`src/design/line_position_error_tracker_macros.svh`:
```
// ----------------------------------------------------------------------------
// Line position error tracker assertion macros
// Shared property templates for the concurrent checks in the design.
// ----------------------------------------------------------------------------
`ifndef LINE_POSITION_ERROR_TRACKER_MACROS_SVH
`define LINE_POSITION_ERROR_TRACKER_MACROS_SVH

// Same-cycle implication, disabled while reset is asserted.
`define LPET_ASSERT_NOW(lbl, clk, rst_n, ante, cons) \
  lbl: assert property (@(posedge clk) disable iff (!rst_n) (ante) |-> (cons)) \
    else $error("lpet check failed");

// Next-cycle implication, disabled while reset is asserted.
`define LPET_ASSERT_NEXT(lbl, clk, rst_n, ante, cons) \
  lbl: assert property (@(posedge clk) disable iff (!rst_n) (ante) |=> (cons)) \
    else $error("lpet check failed");

`endif

```
`src/design/lpet_pkg.sv`:
```
// ----------------------------------------------------------------------------
// Line position error tracker package
// Shared constants, register indexes and types.
// ----------------------------------------------------------------------------
package lpet_pkg;

  // Default sizes of the converter samples and of the error fraction.
  localparam int ADC_BITS_DEF  = 12;
  localparam int FRAC_BITS_DEF = 8;

  // Register widths.
  localparam int THR_W      = 12;
  localparam int DB_W       = 10;
  localparam int HOLD_W     = 8;
  localparam int CFG_IDX_W  = 3;
  localparam int CFG_DATA_W = 12;

  // Register indexes.
  localparam logic [CFG_IDX_W-1:0] REG_LEFT_THR   = 3'd0;
  localparam logic [CFG_IDX_W-1:0] REG_CENTER_THR = 3'd1;
  localparam logic [CFG_IDX_W-1:0] REG_RIGHT_THR  = 3'd2;
  localparam logic [CFG_IDX_W-1:0] REG_DEAD_BAND  = 3'd3;
  localparam logic [CFG_IDX_W-1:0] REG_HOLD       = 3'd4;

  // Register reset values.
  localparam logic [THR_W-1:0]  THR_RST  = 12'd2048;
  localparam logic [DB_W-1:0]   DB_RST   = 10'd26;
  localparam logic [HOLD_W-1:0] HOLD_RST = 8'd5;

  // Peak decay is 4/5: numerator is a shift by DECAY_SHIFT, then a division.
  localparam int DECAY_SHIFT = 2;
  localparam int DECAY_DEN   = 5;

  // Divider status seen by the sequencer.
  typedef struct packed {
    logic busy;
    logic done;
  } div_stat_t;

endpackage

```
`src/design/lpet_div.sv`:
```
// ----------------------------------------------------------------------------
// Shared restoring divider
// Produces one quotient bit per cycle from a preloaded partial remainder.
// ----------------------------------------------------------------------------
module lpet_div import lpet_pkg::*; #(
  parameter int ADC_BITS  = ADC_BITS_DEF,
  parameter int FRAC_BITS = FRAC_BITS_DEF
) (
  input  logic                                    clk_i,
  input  logic                                    rst_ni,
  input  logic                                    start_i,
  input  logic [$clog2(FRAC_BITS+DECAY_SHIFT+3)-1:0] steps_i,
  input  logic [ADC_BITS+1:0]                     rem_i,
  input  logic [FRAC_BITS+DECAY_SHIFT+1:0]        dvd_i,
  input  logic [ADC_BITS+1:0]                     den_i,
  output logic [FRAC_BITS+1:0]                    quo_o,
  output div_stat_t                               stat_o
);

  localparam int TW  = ADC_BITS + 2;
  localparam int DVW = FRAC_BITS + DECAY_SHIFT + 2;
  localparam int QW  = FRAC_BITS + 2;
  localparam int CW  = $clog2(FRAC_BITS + DECAY_SHIFT + 3);

  logic [TW-1:0]  rem_q, rem_d;
  logic [TW-1:0]  den_q, den_d;
  logic [DVW-1:0] dvd_q, dvd_d;
  logic [QW-1:0]  quo_q, quo_d;
  logic [CW-1:0]  cnt_q, cnt_d;
  logic           busy_q, busy_d;
  logic           done_q, done_d;

  logic [TW:0]    rem_sh;
  logic [TW:0]    rem_sub;
  logic           ge;

  // One restoring step: bring in the next dividend bit, try the subtraction.
  assign rem_sh  = {rem_q, dvd_q[DVW-1]};
  assign rem_sub = rem_sh - {1'b0, den_q};
  assign ge      = rem_sh >= {1'b0, den_q};

  // Sequencing of the steps.
  always_comb begin
    rem_d  = rem_q;
    den_d  = den_q;
    dvd_d  = dvd_q;
    quo_d  = quo_q;
    cnt_d  = cnt_q;
    busy_d = busy_q;
    done_d = 1'b0;
    if (start_i) begin
      rem_d  = rem_i;
      den_d  = den_i;
      dvd_d  = dvd_i;
      quo_d  = '0;
      cnt_d  = steps_i;
      busy_d = 1'b1;
    end else if (busy_q) begin
      rem_d = ge ? rem_sub[TW-1:0] : rem_sh[TW-1:0];
      dvd_d = {dvd_q[DVW-2:0], 1'b0};
      quo_d = {quo_q[QW-2:0], ge};
      cnt_d = cnt_q - CW'(1);
      if (cnt_q == CW'(1)) begin
        busy_d = 1'b0;
        done_d = 1'b1;
      end
    end
  end

  // Control state.
  always_ff @(posedge clk_i or negedge rst_ni) begin
    if (!rst_ni) begin
      busy_q <= 1'b0;
      done_q <= 1'b0;
      cnt_q  <= '0;
    end else begin
      busy_q <= busy_d;
      done_q <= done_d;
      cnt_q  <= cnt_d;
    end
  end

  // Datapath registers.
  always_ff @(posedge clk_i) begin
    rem_q <= rem_d;
    den_q <= den_d;
    dvd_q <= dvd_d;
    quo_q <= quo_d;
  end

  assign quo_o       = quo_q;
  assign stat_o.busy = busy_q;
  assign stat_o.done = done_q;

endmodule

```
`src/design/line_position_error_tracker.sv`:
```
// ----------------------------------------------------------------------------
// Line position error tracker
// Turns left, center and right reflectance samples into a steering error.
// ----------------------------------------------------------------------------
// One item is a set of three samples; each yields one result on the output
// stream. The error 2*(right-left)/total is formed by a shared restoring
// divider that produces one quotient bit per cycle, and the same divider does
// the 4/5 peak decay. With the line in sight an item passes through the load,
// divide, post and emit states, plus the decay state when the error is
// centered and the peak decays; an item with no sensor on the line goes from
// load straight to emit. A new item is accepted only in the idle state, which
// the sequencer enters as it places the previous result in the output
// register, so items do not overlap; a stalled output holds it off.
`include "line_position_error_tracker_macros.svh"

module line_position_error_tracker import lpet_pkg::*; #(
  parameter int ADC_BITS  = ADC_BITS_DEF,
  parameter int FRAC_BITS = FRAC_BITS_DEF
) (
  input  logic                                     clk_i,
  input  logic                                     rst_ni,
  // Configuration write port.
  input  logic                                     cfg_we_i,
  input  logic [CFG_IDX_W-1:0]                     cfg_idx_i,
  input  logic [CFG_DATA_W-1:0]                    cfg_wdata_i,
  // Sample stream.
  input  logic                                     s_axis_tvalid,
  output logic                                     s_axis_tready,
  // left_sample, center_sample, right_sample (ADC_BITS each), zero fill.
  input  logic [((3*ADC_BITS+7)/8)*8-1:0]          s_axis_tdata,
  // Error stream.
  output logic                                     m_axis_tvalid,
  input  logic                                     m_axis_tready,
  // line_error (FRAC_BITS+3, two's complement), zero fill.
  output logic [((FRAC_BITS+3+7)/8)*8-1:0]         m_axis_tdata,
  // lost_flag.
  output logic                                     m_axis_tuser
);

  localparam int TW   = ADC_BITS + 2;
  localparam int EW   = FRAC_BITS + 3;
  localparam int QW   = FRAC_BITS + 2;
  localparam int DVW  = FRAC_BITS + DECAY_SHIFT + 2;
  localparam int CW   = $clog2(FRAC_BITS + DECAY_SHIFT + 3);
  localparam int OTW  = ((EW + 7) / 8) * 8;
  localparam int MW   = (ADC_BITS > THR_W) ? ADC_BITS : THR_W;
  localparam int DBCW = (QW > DB_W) ? QW : DB_W;

  // Sequencer states.
  localparam logic [2:0] ST_IDLE  = 3'd0;
  localparam logic [2:0] ST_LOAD  = 3'd1;
  localparam logic [2:0] ST_DIV   = 3'd2;
  localparam logic [2:0] ST_POST  = 3'd3;
  localparam logic [2:0] ST_DECAY = 3'd4;
  localparam logic [2:0] ST_EMIT  = 3'd5;

  logic [2:0]          state_q, state_d;

  logic [THR_W-1:0]    lthr_q, lthr_d;
  logic [THR_W-1:0]    cthr_q, cthr_d;
  logic [THR_W-1:0]    rthr_q, rthr_d;
  logic [DB_W-1:0]     db_q, db_d;
  logic [HOLD_W-1:0]   hold_smp_q, hold_smp_d;

  logic signed [EW-1:0] peak_q, peak_d;
  logic signed [EW-1:0] last_err_q, last_err_d;
  logic [HOLD_W-1:0]   hold_cnt_q, hold_cnt_d;
  logic                lost_q, lost_d;

  logic [ADC_BITS-1:0] lsmp_q, lsmp_d;
  logic [ADC_BITS-1:0] csmp_q, csmp_d;
  logic [ADC_BITS-1:0] rsmp_q, rsmp_d;
  logic                neg_q, neg_d;
  logic signed [EW-1:0] err_q, err_d;

  logic                mvalid_q, mvalid_d;
  logic [OTW-1:0]      mdata_q, mdata_d;
  logic                muser_q, muser_d;

  logic                in_acc;
  logic                out_acc;

  // Thresholds reduced to the converter width.
  logic [MW-1:0]       lthr_ext, cthr_ext, rthr_ext;
  logic [ADC_BITS-1:0] lthr, cthr, rthr;
  logic [ADC_BITS-1:0] lon, con, ron;
  logic [TW-1:0]       total;
  logic [ADC_BITS-1:0] diff_mag;
  logic                diff_neg;

  // Divider interface.
  logic                div_start;
  logic [CW-1:0]       div_steps;
  logic [TW-1:0]       div_rem;
  logic [DVW-1:0]      div_dvd;
  logic [TW-1:0]       div_den;
  logic [QW-1:0]       div_quo;
  div_stat_t           div_stat;

  // Post-division error and peak logic.
  logic signed [EW-1:0] quo_s;
  logic signed [EW-1:0] err_v;
  logic                in_dead;
  logic signed [EW-1:0] peak_abs;
  logic [QW-1:0]       peak_mag;

  assign in_acc  = s_axis_tvalid && s_axis_tready;
  assign out_acc = mvalid_q && m_axis_tready;

  assign lthr_ext = MW'(lthr_q);
  assign cthr_ext = MW'(cthr_q);
  assign rthr_ext = MW'(rthr_q);
  assign lthr     = lthr_ext[ADC_BITS-1:0];
  assign cthr     = cthr_ext[ADC_BITS-1:0];
  assign rthr     = rthr_ext[ADC_BITS-1:0];

  // On-line amounts, their total and the signed left-right difference.
  assign lon      = (lsmp_q < lthr) ? (lthr - lsmp_q) : '0;
  assign con      = (csmp_q < cthr) ? (cthr - csmp_q) : '0;
  assign ron      = (rsmp_q < rthr) ? (rthr - rsmp_q) : '0;
  assign total    = TW'(lon) + TW'(con) + TW'(ron);
  assign diff_neg = lon > ron;
  assign diff_mag = diff_neg ? (lon - ron) : (ron - lon);

  // Signed error from the quotient, then the dead zone.
  assign quo_s   = $signed({1'b0, div_quo});
  assign in_dead = DBCW'(div_quo) < DBCW'(db_q);
  assign err_v   = in_dead ? '0 : (neg_q ? -quo_s : quo_s);

  // Peak magnitude for the decay.
  assign peak_abs = peak_q[EW-1] ? -peak_q : peak_q;
  assign peak_mag = peak_abs[QW-1:0];

  // Sequencer, state update and configuration writes.
  always_comb begin
    state_d    = state_q;
    lthr_d     = lthr_q;
    cthr_d     = cthr_q;
    rthr_d     = rthr_q;
    db_d       = db_q;
    hold_smp_d = hold_smp_q;
    peak_d     = peak_q;
    last_err_d = last_err_q;
    hold_cnt_d = hold_cnt_q;
    lost_d     = lost_q;
    lsmp_d     = lsmp_q;
    csmp_d     = csmp_q;
    rsmp_d     = rsmp_q;
    neg_d      = neg_q;
    err_d      = err_q;
    mvalid_d   = out_acc ? 1'b0 : mvalid_q;
    mdata_d    = mdata_q;
    muser_d    = muser_q;
    div_start  = 1'b0;
    div_steps  = CW'(FRAC_BITS + 2);
    div_rem    = TW'(diff_mag >> 1);
    div_dvd    = {diff_mag[0], {(DVW-1){1'b0}}};
    div_den    = total;

    if (cfg_we_i) begin
      unique case (cfg_idx_i)
        REG_LEFT_THR:   lthr_d     = cfg_wdata_i[THR_W-1:0];
        REG_CENTER_THR: cthr_d     = cfg_wdata_i[THR_W-1:0];
        REG_RIGHT_THR:  rthr_d     = cfg_wdata_i[THR_W-1:0];
        REG_DEAD_BAND:  db_d       = cfg_wdata_i[DB_W-1:0];
        REG_HOLD:       hold_smp_d = cfg_wdata_i[HOLD_W-1:0];
        default: ;
      endcase
    end

    unique case (state_q)
      ST_IDLE: begin
        if (in_acc) begin
          lsmp_d  = s_axis_tdata[ADC_BITS-1:0];
          csmp_d  = s_axis_tdata[2*ADC_BITS-1:ADC_BITS];
          rsmp_d  = s_axis_tdata[3*ADC_BITS-1:2*ADC_BITS];
          state_d = ST_LOAD;
        end
      end
      ST_LOAD: begin
        if (total == '0) begin
          // No sensor on the line: hold the last error, then search.
          if (hold_cnt_q != '0) begin
            hold_cnt_d = hold_cnt_q - HOLD_W'(1);
            lost_d     = 1'b0;
            err_d      = last_err_q;
          end else begin
            lost_d     = 1'b1;
            err_d      = peak_q;
            last_err_d = peak_q;
          end
          state_d = ST_EMIT;
        end else begin
          div_start = 1'b1;
          neg_d     = diff_neg;
          state_d   = ST_DIV;
        end
      end
      ST_DIV: begin
        if (div_stat.done) begin
          state_d = ST_POST;
        end
      end
      ST_POST: begin
        err_d      = err_v;
        last_err_d = err_v;
        lost_d     = 1'b0;
        hold_cnt_d = hold_smp_q;
        state_d    = ST_EMIT;
        // The sign bit tells a positive error from a negative one.
        if (!err_v[EW-1] && err_v != '0 && err_v > peak_q) begin
          peak_d = err_v;
        end else if (err_v[EW-1] && err_v < peak_q) begin
          peak_d = err_v;
        end else if (err_v == '0 && peak_q != '0) begin
          // Centered: decay the peak by 4/5 on the shared divider.
          div_start = 1'b1;
          div_steps = CW'(DVW);
          div_rem   = '0;
          div_dvd   = {peak_mag, {DECAY_SHIFT{1'b0}}};
          div_den   = TW'(DECAY_DEN);
          neg_d     = peak_q[EW-1];
          state_d   = ST_DECAY;
        end
      end
      ST_DECAY: begin
        if (div_stat.done) begin
          peak_d  = neg_q ? -quo_s : quo_s;
          state_d = ST_EMIT;
        end
      end
      ST_EMIT: begin
        // Place the result once the output register is free.
        if (!mvalid_q || m_axis_tready) begin
          mvalid_d = 1'b1;
          mdata_d  = OTW'($unsigned(err_q));
          muser_d  = lost_q;
          state_d  = ST_IDLE;
        end
      end
      default: state_d = ST_IDLE;
    endcase
  end

  // Control state and registers with a defined reset.
  always_ff @(posedge clk_i or negedge rst_ni) begin
    if (!rst_ni) begin
      state_q    <= ST_IDLE;
      lthr_q     <= THR_RST;
      cthr_q     <= THR_RST;
      rthr_q     <= THR_RST;
      db_q       <= DB_RST;
      hold_smp_q <= HOLD_RST;
      peak_q     <= '0;
      last_err_q <= '0;
      hold_cnt_q <= '0;
      lost_q     <= 1'b0;
      mvalid_q   <= 1'b0;
    end else begin
      state_q    <= state_d;
      lthr_q     <= lthr_d;
      cthr_q     <= cthr_d;
      rthr_q     <= rthr_d;
      db_q       <= db_d;
      hold_smp_q <= hold_smp_d;
      peak_q     <= peak_d;
      last_err_q <= last_err_d;
      hold_cnt_q <= hold_cnt_d;
      lost_q     <= lost_d;
      mvalid_q   <= mvalid_d;
    end
  end

  // Payload registers.
  always_ff @(posedge clk_i) begin
    lsmp_q  <= lsmp_d;
    csmp_q  <= csmp_d;
    rsmp_q  <= rsmp_d;
    neg_q   <= neg_d;
    err_q   <= err_d;
    mdata_q <= mdata_d;
    muser_q <= muser_d;
  end

  // Shared divider for the error and the peak decay.
  lpet_div #(
    .ADC_BITS  (ADC_BITS),
    .FRAC_BITS (FRAC_BITS)
  ) u_div (
    .clk_i   (clk_i),
    .rst_ni  (rst_ni),
    .start_i (div_start),
    .steps_i (div_steps),
    .rem_i   (div_rem),
    .dvd_i   (div_dvd),
    .den_i   (div_den),
    .quo_o   (div_quo),
    .stat_o  (div_stat)
  );

  assign s_axis_tready = (state_q == ST_IDLE);
  assign m_axis_tvalid = mvalid_q;
  assign m_axis_tdata  = mdata_q;
  assign m_axis_tuser  = muser_q;

  // The divider is never running while the block waits for an item.
  `LPET_ASSERT_NOW(a_idle_div_quiet, clk_i, rst_ni, state_q == ST_IDLE, !div_stat.busy)
  // A waiting result is never overwritten.
  `LPET_ASSERT_NEXT(a_emit_holds, clk_i, rst_ni,
                    state_q == ST_EMIT && mvalid_q && !m_axis_tready, state_q == ST_EMIT)
  // The lost flag is only raised once the hold count has run out.
  `LPET_ASSERT_NOW(a_lost_after_hold, clk_i, rst_ni, lost_q, hold_cnt_q == '0)
  // The peak direction stays within the error range.
  `LPET_ASSERT_NOW(a_peak_range, clk_i, rst_ni, 1'b1,
                   peak_q <= $signed(EW'(1) << (FRAC_BITS + 1)) &&
                   peak_q >= -$signed(EW'(1) << (FRAC_BITS + 1)))

endmodule

```
`config.mk`:
```
export PLATFORM = sky130hd
export DESIGN_NAME = line_position_error_tracker
export DESIGN_NICKNAME = d
export VERILOG_FILES = /design/src/design/lpet_pkg.sv /design/src/design/lpet_div.sv /design/src/design/line_position_error_tracker.sv
export VERILOG_INCLUDE_DIRS = /design/src /design/src/design
export SDC_FILE = /design/constraint.sdc
export NUM_CORES = 1
export LEC_CHECK = 0
export BUFFER_PORTS_ARGS = -buffer_cell sky130_fd_sc_hd__buf_2
export CAP_MARGIN = 20
export CORE_ASPECT_RATIO = 0.5
export CORE_MARGIN = 1.5
export CORE_UTILIZATION = 42
export CTS_CLUSTER_DIAMETER = 40
export DETAILED_ROUTE_END_ITERATION = 16
export HOLD_SLACK_MARGIN = 0.08
export PLACE_DENSITY_LB_ADDON = 0.12
export REMOVE_ABC_BUFFERS = 1
export SKIP_CTS_REPAIR_TIMING = 1
export SLEW_MARGIN = 20
export SYNTH_ARGS = -nofsm -noshare
export SYNTH_HDL_FRONTEND = slang
export SYNTH_SLANG_ARGS = --single-unit
export TNS_END_PERCENT = 1
```
`constraint.sdc`:
```
create_clock -name clk_i -period 6.7 [get_ports clk_i]
set_clock_uncertainty 0.1 [all_clocks]
set_input_delay 0 -clock clk_i [delete_from_list [all_inputs] [get_ports clk_i]]
set_output_delay 0 -clock clk_i [all_outputs]
set_load 0.05 [all_outputs]
```
# [After elaboration in Yosys (flattened, before gate mapping)]
# Index checks and enable logic that the tools add are counted.
[op_classes] addsub=13 n_mul=0 div_mod_pow=0 magnitude_cmp=8 eq_ne=21 shift=0 muxes=72 n_bitwise=0 reduce_logical=31
[op_table] op="two-way mux 11 bit" count=12
[op_table] op="two-way mux 12 bit" count=10
[op_table] op="two-way mux 14 bit" count=7
[op_table] op="subtractor 12 bit" count=5
[op_table] op="one-hot mux 11 bit (2 select lines)" count=2
[op_table] op="< comparator 12 bit" count=3
[op_table] op="two-way mux 3 bit" count=9
[op_table] op="two-way mux 1 bit" count=22
[op_table] op="negation 10 -> 11 bit" count=2
[op_table] op="nonzero test 11 bit" count=2
[op_table] op="one-hot mux 3 bit (6 select lines)" count=1
[op_table] op="two-way mux 8 bit" count=2
[op_table] op="one-hot mux 8 bit (2 select lines)" count=1
[op_table] op="AND reduction 2 bit" count=8
[op_table] op="greater-or-equal comparator 15 x 14 -> 1 bit" count=1
[op_table] op="adder 13 x 12 -> 14 bit" count=1
[op_table] op="zero test 14 bit" count=1
[op_table] op="inequality test 2 bit (second input constant)" count=7
[op_table] op="subtractor 14 bit" count=1
[op_table] op="adder 12 x 12 -> 13 bit" count=1
[op_table] op="equality test 3 x 2 -> 1 bit (second input constant)" count=4
[op_table] op="> comparator 12 bit" count=1
[op_table] op="> comparator 11 bit" count=1
[op_table] op="zero test 11 bit" count=1
[op_table] op="22 further kinds" count=40
[word_totals] reg_bits=205 latchBits=0 mem_bits_rw=0 mem_bits_ro=0 output_inout_bits=19 word_cells=170 mem_count=0

# [Depth between registers and ports, before layout]
[logic_depth] depth_word=10 mapped_depth=26

# [By module]
# A second synthesis with hierarchy kept.
[hier_totals] hier_cells=1370 hier_area_um2=13994.7
[by_module_without_submodules] module="line_position_error_tracker" instances=1 cells_per_inst=1108 area_each_um2=10879.2 seq_area_each_um2=4038.9
[by_module_without_submodules] module="lpet_div" instances=1 cells_per_inst=262 area_each_um2=3115.5 seq_area_each_um2=1551.5

# [Worst setup path before layout]
# Ideal clock, no wire load.
[synth_timing] path_type="reg2reg" start="register rthr_q[0] (netlist: rthr[0])" end="register u_div.dvd_q[10], enable pin" setup_ns=0.310 arrival_ns=5.802 setup_slack_ns=0.488 stages_incl_launch_ff=26 n_path_buf=1 synth_period_minus_slack_ns=6.212 cell_sequence="dfrtp_1 -> inv_1 -> ha_1 -> inv_1 -> fa_1 -> a21o_1 -> a21oi_1 -> o21bai_1 -> a21oi_1 -> o21ai_0 -> a41oi_1 -> a21oi_1 -> clkbuf_1 -> nand2_1 -> inv_1 -> fa_1 -> ha_1 -> fa_1 -> a211oi_2 -> o211ai_1 -> a31o_1 -> a311oi_4 -> nand4_4 -> o211ai_4 -> nand2_4 -> or2_2"
[synth_via] elab_chain_cells=7 elab_cells_between_ends=8 cone_classes="add/sub: 2; order compare: 1; mux: 3; reduce/logical: 2"
[synth_lines] item="start, declared" line="line_position_error_tracker.sv:61" text="logic [THR_W-1:0] rthr_q, rthr_d;"
[synth_lines] item="start signal, assigned" line="line_position_error_tracker.sv:263" text="rthr_q <= rthr_d;"
[synth_lines] item="subtractor 12 bit or < comparator 12 bit (tied branches)" line="line_position_error_tracker.sv:120" text="assign ron = (rsmp_q < rthr) ? (rthr - rsmp_q) : '0;"
[synth_lines] item="two-way mux 12 bit *" line="line_position_error_tracker.sv:120"
[synth_lines] item="adder 13 x 12 -> 14 bit *" line="line_position_error_tracker.sv:121" text="assign total = TW'(lon) + TW'(con) + TW'(ron);"
[synth_lines] item="zero test 14 bit *" line="line_position_error_tracker.sv:181" text="if (total == '0) begin"
[synth_lines] item="two-way mux 1 bit *" line="line_position_error_tracker.sv:181"
[synth_lines] item="one-hot mux 1 bit (2 select lines) *" line="line_position_error_tracker.sv:171" text="unique case (state_q)"
[synth_lines] item="nonzero test 2 bit (no source line) *"
[synth_lines] item="end signal, assigned" line="lpet_div.sv:87" text="dvd_q <= dvd_d;"
[synth_lines] item="end, declared" line="lpet_div.sv:27" text="logic [DVW-1:0] dvd_q, dvd_d;"
# Mark *: on every way between the ends. The rest lies on a longest branch, timed or not.
# A chain may end at the register's enable or synchronous reset.

# [Final worst setup path]
[layout_timing] start="register rthr_q[0] (netlist: rthr[0])" end="register u_div.dvd_q[11], data pin"
[layout_via] elab_chain_cells=9 elab_cells_between_ends=16 cone_classes="add/sub: 4; order compare: 2; mux: 9; reduce/logical: 1"
[layout_lines] item="subtractor 12 bit or < comparator 12 bit (tied branches)" line="line_position_error_tracker.sv:120"
[layout_lines] item="two-way mux 12 bit *" line="line_position_error_tracker.sv:120"
[layout_lines] item="subtractor 12 bit or > comparator 12 bit (tied branches)" line="line_position_error_tracker.sv:123, line_position_error_tracker.sv:122"
[layout_lines] item="two-way mux 12 bit" line="line_position_error_tracker.sv:123" text="assign diff_mag = diff_neg ? (lon - ron) : (ron - lon);"
[layout_lines] item="two-way mux 12 bit" line="line_position_error_tracker.sv:215" text="end else if (err_v == '0 && peak_q != '0) begin"
[layout_lines] item="two-way mux 12 bit" line="line_position_error_tracker.sv:213" text="end else if (err_v[EW-1] && err_v < peak_q) begin"
[layout_lines] item="two-way mux 12 bit" line="line_position_error_tracker.sv:211" text="if (!err_v[EW-1] && err_v != '0 && err_v > peak_q) begin"
[layout_lines] item="two-way mux 12 bit" line="line_position_error_tracker.sv:171"
[layout_lines] item="two-way mux 12 bit *" line="lpet_div.sv:51" text="if (start_i) begin"
[layout_lines] item="via u_div.dvd_d[11]" line="lpet_div.sv:27"
# The timed path passes the listed nets; every way through them passes the cells marked *.

==> summary.txt <==
predominant post-synthesis flop cell: edfxtp_1
Worst Path Buf+Inv: 4
# H-tree levels: 1
Core Footprint: 31700 um2
Vias: 10200
relative slew slack: 33.0%
largest cells by area after synthesis: edfxtp_1, dfrtp_1, ha_1, mux2_2, inv_1
remaining antenna violation count: 0
Hold Path Class: input pin to flip-flop
fraction of registers with async set/reset: 46.8%
Synth top cells by count: inv_1, ha_1, nand2_1, nor2_1, edfxtp_1
HPWL after DPL: 24900 um
part of the Yosys area used for sequential elements: 40.9%
Crit Path Class: flip-flop to flip-flop
Crit-path slowest cell: fa_1
required time of the worst setup path: 6.86 ns
total grt overflow: 0
Comb power frac: 42.6%
cell area after synthesis: 13500 um2
count leader, synth: inv_1
worst skew pair latency: 0.54 ns
Critical Path AT: 6.52 ns
nets@finish: 1686
first-pass GRT wire length: 50600 um
Switch Pwr: 1.83 mW
Startpoint Class: flip-flop
hold path depth: 2
clock sinks: 203
R2R Path End: u_div.dvd_q[11]$_DFFE_PP_
die footprint: 33300 um2
share of power burned in registers: 29.8%
EDFF count, synth: 98
routed wire length: 33000 um
I/O pins: 79
post-synthesis instance total: 1356
Mean Syn Cell Area: 9.97 um2
wire length on met2: 14600 um
P_int: 3.05 mW
Yosys reg bits: 203
Die Ht: 130 um
vias in the first global route: 9408
post-synth top area share: 21.8%
share of cells above drive strength 1: 16.4%
Cell Rows: 46
Starting Density: 42.7%
Critical R2R Launch: rthr[0]$_DFFE_PN0P_
DR pass1 iterations: 5
routed len/inst: 16.9 um
CTS Buffer Depth: 3
Worst-Margin Slew: 1.01 ns
synth warn: 0
Pins Over Slew Limit: 0
DR WL met3: 1450 um
vias per cell: 5.22
# DRC: 0
I/O Buffers: 69
Place WS: -0.0869 ns
WL met1: 16200 um
CTS root buf: clkbuf_16
utilization after layout: 50.5%
Min-Delay Endpoint: csmp_q[7]$_DFFE_PP_
antenna violations before repair: 0
CP max FO: 25
R2R setup slack: 0.35 ns
area grow syn2layout: 18.2%
Peak VDD IR: 164 uV
LEAKAGE: 7.03 nW
DP Cell Count: 1822
largest net degree at the start of global routing: 69
RSZ-0062 raised after global routing: yes
period utilization: 94.8%
Post-Layout Cell Count: 1949
Routability Congestion: 0.929
hold path startpoint: s_axis_tdata[19]
Clock Power Share: 27.5%
largest area contributor in the netlist: edfxtp_1
Pwr Density: 306 nW/um2
Worst path max stage delay: 0.45 ns
status: finished clean
# diodes: 0
final setup vio count: 0
Die Wd: 257 um
final hold slack: 0.0678 ns
Reg clk slew, reported paths: 0.06 ns
Final min period: 6.35 ns
maxcap violations: 0
setup ws final: 0.349 ns
Switching Share: 37.5%
Unique masters post-synth: 84
FMAX: 0.157 GHz
critical path capture point type: flip-flop
CTS tree: built
area of placed instances: 14300 um2
path depth of the worst reg2reg path: 26
crit-path leading delay family: compound AO/OA/AOI/OAI gates
highest routed metal layer: met4
GRT Util Overall: 19.2%
final hold violations: 0
initial DRC count: 628
Design Area, Final: 16000 um2
TritonCTS buffer count: 25
final cells by class:
class / instances / area (um2)
fillers: 2977 / 15700
clock buffers: 30 / 676
repair buffers: 162 / 1260
well taps: 432 / 541
inverters: 127 / 482
clock inverters: 16 / 150
multi-input cells: 979 / 7330
flip-flops and latches: 203 / 5530
per-stage QoR:
step,TNS [ns],power (mW)
3_3_place_gp,0,3.46
6_report,0,4.89
3_5_place_dp,-2.16,3.47
5_1_grt,-0.0270,5.20
4_1_cts,-2.98,4.84
2_1_floorplan,-18.50,2.91
logic make-up after synthesis:
kind of cell,after synthesis,synth area share [%]
AOI/OAI and AO/OA,283,13.3
xor gates and xnor gates,76,4.93
adders and majority gates,128,12.9
buffers and inverters,178,5.34
DFF,203,40.9
muxes,95,8.02
other,1,0.0278
and+or+nand+nor,392,14.5
power by group through the flow:
stage	clock, mW	sequential, mW	combinational [mW]
floorplan	0	1.46	1.45
global placement	0	1.48	1.98
detailed placement	0	1.48	1.99
CTS	1.38	1.46	2.00
global route	1.43	1.46	2.30
finish	1.35	1.46	2.08
how the worst max path moves through the flow:
stage	depth (start not counted)	end	slack [ns]	startpoint
2_1_floorplan	21	u_div.dvd_q[10]$_DFFE_PP_	-0.57	lthr[2]$_DFFE_PN0P_
3_3_place_gp	25	u_div.dvd_q[7]$_DFFE_PP_	0.13	rthr[0]$_DFFE_PN0P_
3_5_place_dp	23	u_div.dvd_q[9]$_DFFE_PP_	-0.09	lsmp_q[0]$_DFFE_PP_
4_1_cts	25	u_div.rem_q[4]$_DFFE_PP_	-0.13	rthr[0]$_DFFE_PN0P_
5_1_grt	26	u_div.dvd_q[11]$_DFFE_PP_	-0.03	lthr[0]$_DFFE_PN0P_
6_report	26	u_div.dvd_q[11]$_DFFE_PP_	0.35	rthr[0]$_DFFE_PN0P_
per-layer routing:
layer	vias to the layer above	global-route usage [%]
met3	44	3.59
met2	179	29.9
met4	0	4.71
met1	4882	27.5
met5	-	0
li1	5063	-
placed cells by master, fill, tap and decap left out, drive strengths merged, types with 8 or more instances in the layout:
| cell | synthesis | final |
|---|---|---|
| xor2 | 28 | 28 |
| ha | 109 | 109 |
| o21ai | 73 | 73 |
| nand2 | 106 | 106 |
| nand2b | 18 | 18 |
| dfrtp | 87 | 87 |
| dfxtp | 10 | 10 |
| nor4 | 10 | 10 |
| clkbuf | 30 | 31 |
| o22ai | 12 | 12 |
| fa | 19 | 19 |
| nand4 | 21 | 21 |
| edfxtp | 98 | 98 |
| mux2i | 19 | 19 |
| nand3 | 30 | 30 |
| xnor2 | 48 | 48 |
| dfstp | 8 | 8 |
| a21oi | 87 | 87 |
| mux2 | 76 | 76 |
| o31ai | 9 | 9 |
| nor2 | 106 | 106 |
| nor3 | 19 | 19 |
| nor2b | 35 | 35 |
| dlygate4sd3 | 0 | 79 |
| a21o | 33 | 33 |
| buf | 21 | 82 |
| and2 | 10 | 10 |
| inv | 127 | 134 |
state kept, by name (all words and copies together) (netlist names), 3 cells and up:
name,flops
csmp_q,12
cthr,12
db_q,10
err_q,11
hold_cnt_q,8
hold_smp_q,8
last_err_q,11
lsmp_q,12
lthr,12
m_axis_tdata,11
peak_q,11
rsmp_q,12
rthr,12
state_q,3
u_div.cnt_q,4
u_div.den_q,14
u_div.dvd_q,10
u_div.quo_o,10
u_div.rem_q,14
No activity file was read; power rests on OpenSTA's default activity.
